## config.mk

```make
export PLATFORM = sky130hd
export DESIGN_NAME = amx_queue
export DESIGN_NICKNAME = d
export VERILOG_FILES = /design/src/rtl/core/amx_pkg.sv /design/src/rtl/core/amx_queue.sv
export SDC_FILE = /design/constraint.sdc
export NUM_CORES = 1
export LEC_CHECK = 0
export ABC_AREA = 1
export ABC_CLOCK_PERIOD_IN_PS = 2200
export BUFFER_PORTS_ARGS = -buffer_cell sky130_fd_sc_hd__buf_2
export CAP_MARGIN = 10
export CORE_MARGIN = 2
export CORE_UTILIZATION = 54
export CTS_BUF_LIST = sky130_fd_sc_hd__clkbuf_4
export CTS_CLUSTER_SIZE = 28
export DETAILED_ROUTE_END_ITERATION = 7
export PLACE_DENSITY_LB_ADDON = 0.08
export SLEW_MARGIN = 30
export SYNTH_ARGS = -nofsm -noshare
export SYNTH_HDL_FRONTEND = slang
export SYNTH_SLANG_ARGS = --single-unit
```

## constraint.sdc

```tcl
create_clock -name clk -period 2.2 [get_ports clk]
set_clock_uncertainty 0.1 [all_clocks]
set_input_delay 0.44 -clock clk [delete_from_list [all_inputs] [get_ports clk]]
set_output_delay 0.44 -clock clk [all_outputs]
set_load 0.005 [all_outputs]
```

## src/rtl/core/amx_pkg.sv

```systemverilog
package amx_pkg;

    localparam int WORD_W = 12;
    localparam int CHAR_W = 8;
    localparam int MODE_W = 6;

    typedef enum logic [MODE_W-1:0] {
        OP_AND = 6'd0,  OP_TAD = 6'd1,  OP_ISZ = 6'd2,  OP_DCA = 6'd3,
        OP_JMS = 6'd4,  OP_JMP = 6'd5,  OP_KCF = 6'd6,  OP_KSF = 6'd7,
        OP_KCC = 6'd8,  OP_KRS = 6'd9,  OP_KRB = 6'd10, OP_TFL = 6'd11,
        OP_TSF = 6'd12, OP_TCF = 6'd13, OP_TPC = 6'd14, OP_TLS = 6'd15,
        OP_CLA = 6'd16, OP_CLL = 6'd17, OP_CMA = 6'd18, OP_CML = 6'd19,
        OP_IAC = 6'd20, OP_RAR = 6'd21, OP_RTR = 6'd22, OP_RAL = 6'd23,
        OP_RTL = 6'd24, OP_SMA = 6'd25, OP_SZA = 6'd26, OP_SNL = 6'd27,
        OP_SPA = 6'd28, OP_SNA = 6'd29, OP_SZL = 6'd30, OP_SKP = 6'd31,
        OP_OSR = 6'd32, OP_HLT = 6'd33, OP_NOP = 6'd63
    } op_t;

    typedef enum logic { CFG_SWITCH = 1'b0, CFG_START = 1'b1 } cfg_idx_t;

    typedef struct packed {
        op_t               op;
        logic [WORD_W-1:0] addr;
        logic [WORD_W-1:0] mdata;
        logic              kflag;
        logic [CHAR_W-1:0] kchar;
    } cmd_t;

    localparam int CMD_W = $bits(cmd_t);

    typedef struct packed {
        logic [WORD_W-1:0] acc;
        logic              lnk;
        logic [WORD_W-1:0] pc;
        logic              we;
        logic [WORD_W-1:0] wd;
        logic              pv;
        logic [CHAR_W-1:0] pchar;
        logic              ckf;
        logic              skip;
        logic              hlt;
    } res_t;

    typedef struct packed {
        logic push;
    } qctl_t;

endpackage

```

## src/rtl/core/amx_queue.sv

```systemverilog
module amx_queue (
    input  logic           clk,
    input  logic           rst_n,
    input  amx_pkg::qctl_t qctl,
    input  amx_pkg::cmd_t  wr_cmd,
    input  logic           pop,
    output logic           full,
    output logic           not_empty,
    output amx_pkg::cmd_t  rd_cmd
);
    import amx_pkg::*;

    cmd_t       mem_reg [2];
    logic       wp_reg, wp_next, rp_reg, rp_next;
    logic [1:0] cnt_reg, cnt_next;

    assign full      = (cnt_reg == 2'd2);
    assign not_empty = (cnt_reg != 2'd0);
    assign rd_cmd    = mem_reg[rp_reg];

    always_comb
    begin
        wp_next  = wp_reg + 1'(qctl.push);
        rp_next  = rp_reg + 1'(pop);
        cnt_next = cnt_reg + 2'(qctl.push) - 2'(pop);
    end

    always_ff @(posedge clk or negedge rst_n)
    begin
        if (!rst_n)
        begin
            wp_reg  <= 1'b0;
            rp_reg  <= 1'b0;
            cnt_reg <= 2'd0;
        end
        else
        begin
            wp_reg  <= wp_next;
            rp_reg  <= rp_next;
            cnt_reg <= cnt_next;
        end
    end

    always_ff @(posedge clk)
    begin
        if (qctl.push)
            mem_reg[wp_reg] <= wr_cmd;
    end
endmodule

```

==> flow_metrics.tcl <==
set metrics [dict create \
    cts_setup_buffers 0 \
    die_area_mm2 0.00642 \
    antenna_found_initial 0 \
    core-area_mm2 0.00554 \
    path_cells "buf_4 -> o21ai_0 -> buf_2" \
    start_kind "register" \
    yosysWarnings 0 \
    ys_types 15 \
    dieHeight_um 80.1 \
    cts_resized 0 \
    path_buf_inv 2 \
    utilization 0.680 \
    instances_no_fill 396 \
    critPathSlowestCell "dfrtp_2" \
    viasPerCell 4.65 \
    cp-end-kind "output pin" \
    synth_seq_area_share 0.781 \
    synth-seq-cells 82 \
    power_density_mw_per_mm2 1130 \
    fin_tns_setup_ps 0 \
    outcome "finished clean" \
    grt_max_degree 56 \
    syn-num-nets 275 \
    numPlacedInstances 379 \
    cts_hold_buffers 1 \
    p_leak_uw 0.00166 \
    synth-edff-count 78 \
    holdPathStages 1 \
    drt_pass1_iterations 4 \
    num_antenna_cells 0 \
    worstRegToRegCells 2 \
    tritoncts "done" \
    drive_gt1_frac 0.333 \
    yosysTopAreaCellShare 0.749 \
    clkSlewWorstSetupHoldPaths_ps 120 \
    wl_per_cell_um 12.2 \
    min_period_over_period 0.909 \
    rsz0062_at_grt "false" \
    routed_wl_um 4820 \
    min_path_type "in -> reg" \
    area_growth_pct 20.4 \
    place_area_mm2 0.00362 \
    syn_inst 228 \
    drtAntennaViolNets 0 \
    clock-sinks 82 \
    arrival_ps 1460 \
    async_flop_share 0.0488 \
    ir_worst_vdd_mv 0.851 \
    synthTopCellsByCount "edfxtp_1, inv_1, nand2_1, o21ai_0, o21ai_1" \
    overflow 0 \
    worstPathRequired_ps 1660 \
    grt.total_usage 0.166 \
    finalSetupViolations 0 \
    crit_cells 3 \
    clock_latency_ps 390 \
    synth_top_cell_by_area "edfxtp_1" \
    finalHoldViolations 0 \
    fin_nets 366 \
    cp_top_family "flip-flops" \
    syn_area_mm2 0.00313 \
    cts-htree-levels 3 \
    tightest_slew_ps 365 \
    fmax_mhz 500 \
    drt_iter0_markers 86 \
    vias 1842 \
    finalInstanceArea_mm2 0.00377 \
    cts_inserted_buffers 9 \
    hpwlAfterDp_um 3330 \
    slew_headroom 0.757 \
    rows 27 \
    initial_core_util 0.565 \
    yosys_most_used_dff "edfxtp_1" \
    globalplace.congestion 0.702 \
    yosysMostFrequentCell "edfxtp_1" \
    maxCapViolCount 0 \
    largest_reg_flops 78 \
    path_class "reg -> out" \
    layout_min_cycle_time_ps 2000 \
    clk_path_buf_depth 2 \
    ctsRootBufferMaster "clkbuf_4" \
    io_buffers 83 \
    grt_pass1_wl_um 7740 \
    fill_cells 448 \
    crit_path_max_fanout 16 \
    die-width_um 80.1 \
    ios 84 \
    syn-mean-instance-area_um2 13.7 \
    critPathMaxStageDelay_ps 490 \
    post-route-drc-count 0 \
    grt_pass1_vias 1741 \
    synth_area_leaders "edfxtp_1, inv_1, nand2_1" \
    drv_slew 0 \
]
==> placed cells by master, fill, tap and decap left out, types with 2 or more instances in the layout <==
cell	n
inv_1	46
clkbuf_4	10
o21ai_1	9
ha_2	2
dfrtp_1	3
buf_4	3
buf_2	83
edfxtp_1	78
nand2_1	45
ha_1	2
o21ai_0	29
buf_12	2
clkinv_2	4
==> where the power goes <==
part	total [uW]	internal [uW]	switching, uW	leakage (uW)
clock network	821	352	469	0.0000759
logic	1280	539	741	0.000805
registers	2170	2070	93.5	0.000778
total	4270	2960	1300	0.00166
==> stage by stage <==
step,total power [uW],hold WS (ps),worst slack (ps)
after global routing,4600,76.6,57.0
after global placement,3480,157,572
after floorplan,2980,44.4,272
after detailed placement,3520,157,544
final,4270,120,200
after CTS,4340,83.0,110
==> area by class of cell <==
cell class,instances,area [um2],share of cell area
well taps,72,90.1,0.0239
multi-input cells,91,440,0.117
clock inverters,6,57.6,0.0153
repair buffers,89,488,0.130
clock buffers,10,75.1,0.0199
inverters,46,173,0.0458
flip-flops and latches,82,2440,0.649
==> kinds of logic after synthesis <==
group | synth area share
DFF | 0.781
buffers and inverters | 0.0800
and+or+nand+nor | 0.0568
AOI/OAI and AO/OA | 0.0636
adders and majority gates | 0.0160
xor gates and xnor gates | 0.00280
==> routing by layer <==
layer	track usage	up-vias	part of all wire
met4	0.0915	0	0.019
met5	0	-	0
met1	0.197	836	0.40
li1	-	941	-
met2	0.278	56	0.52
met3	0.0404	9	0.064
==> final timing paths <==
check | slack [ps] | endpoint | start
worst max register to register | 770 | mem_reg[1][13] | wp_reg
worst max-delay path | 200 | rd_cmd[36] | rp_reg
min in group asynchronous | 270 | wp_reg | rst_n
worst min-delay path | 120 | mem_reg[0][34] | wr_cmd[34]
worst min register to register | 480 | cnt_reg[1] | cnt_reg[1]
max in group asynchronous | 1600 | rp_reg | rst_n
No activity file was read; power rests on OpenSTA's default activity.
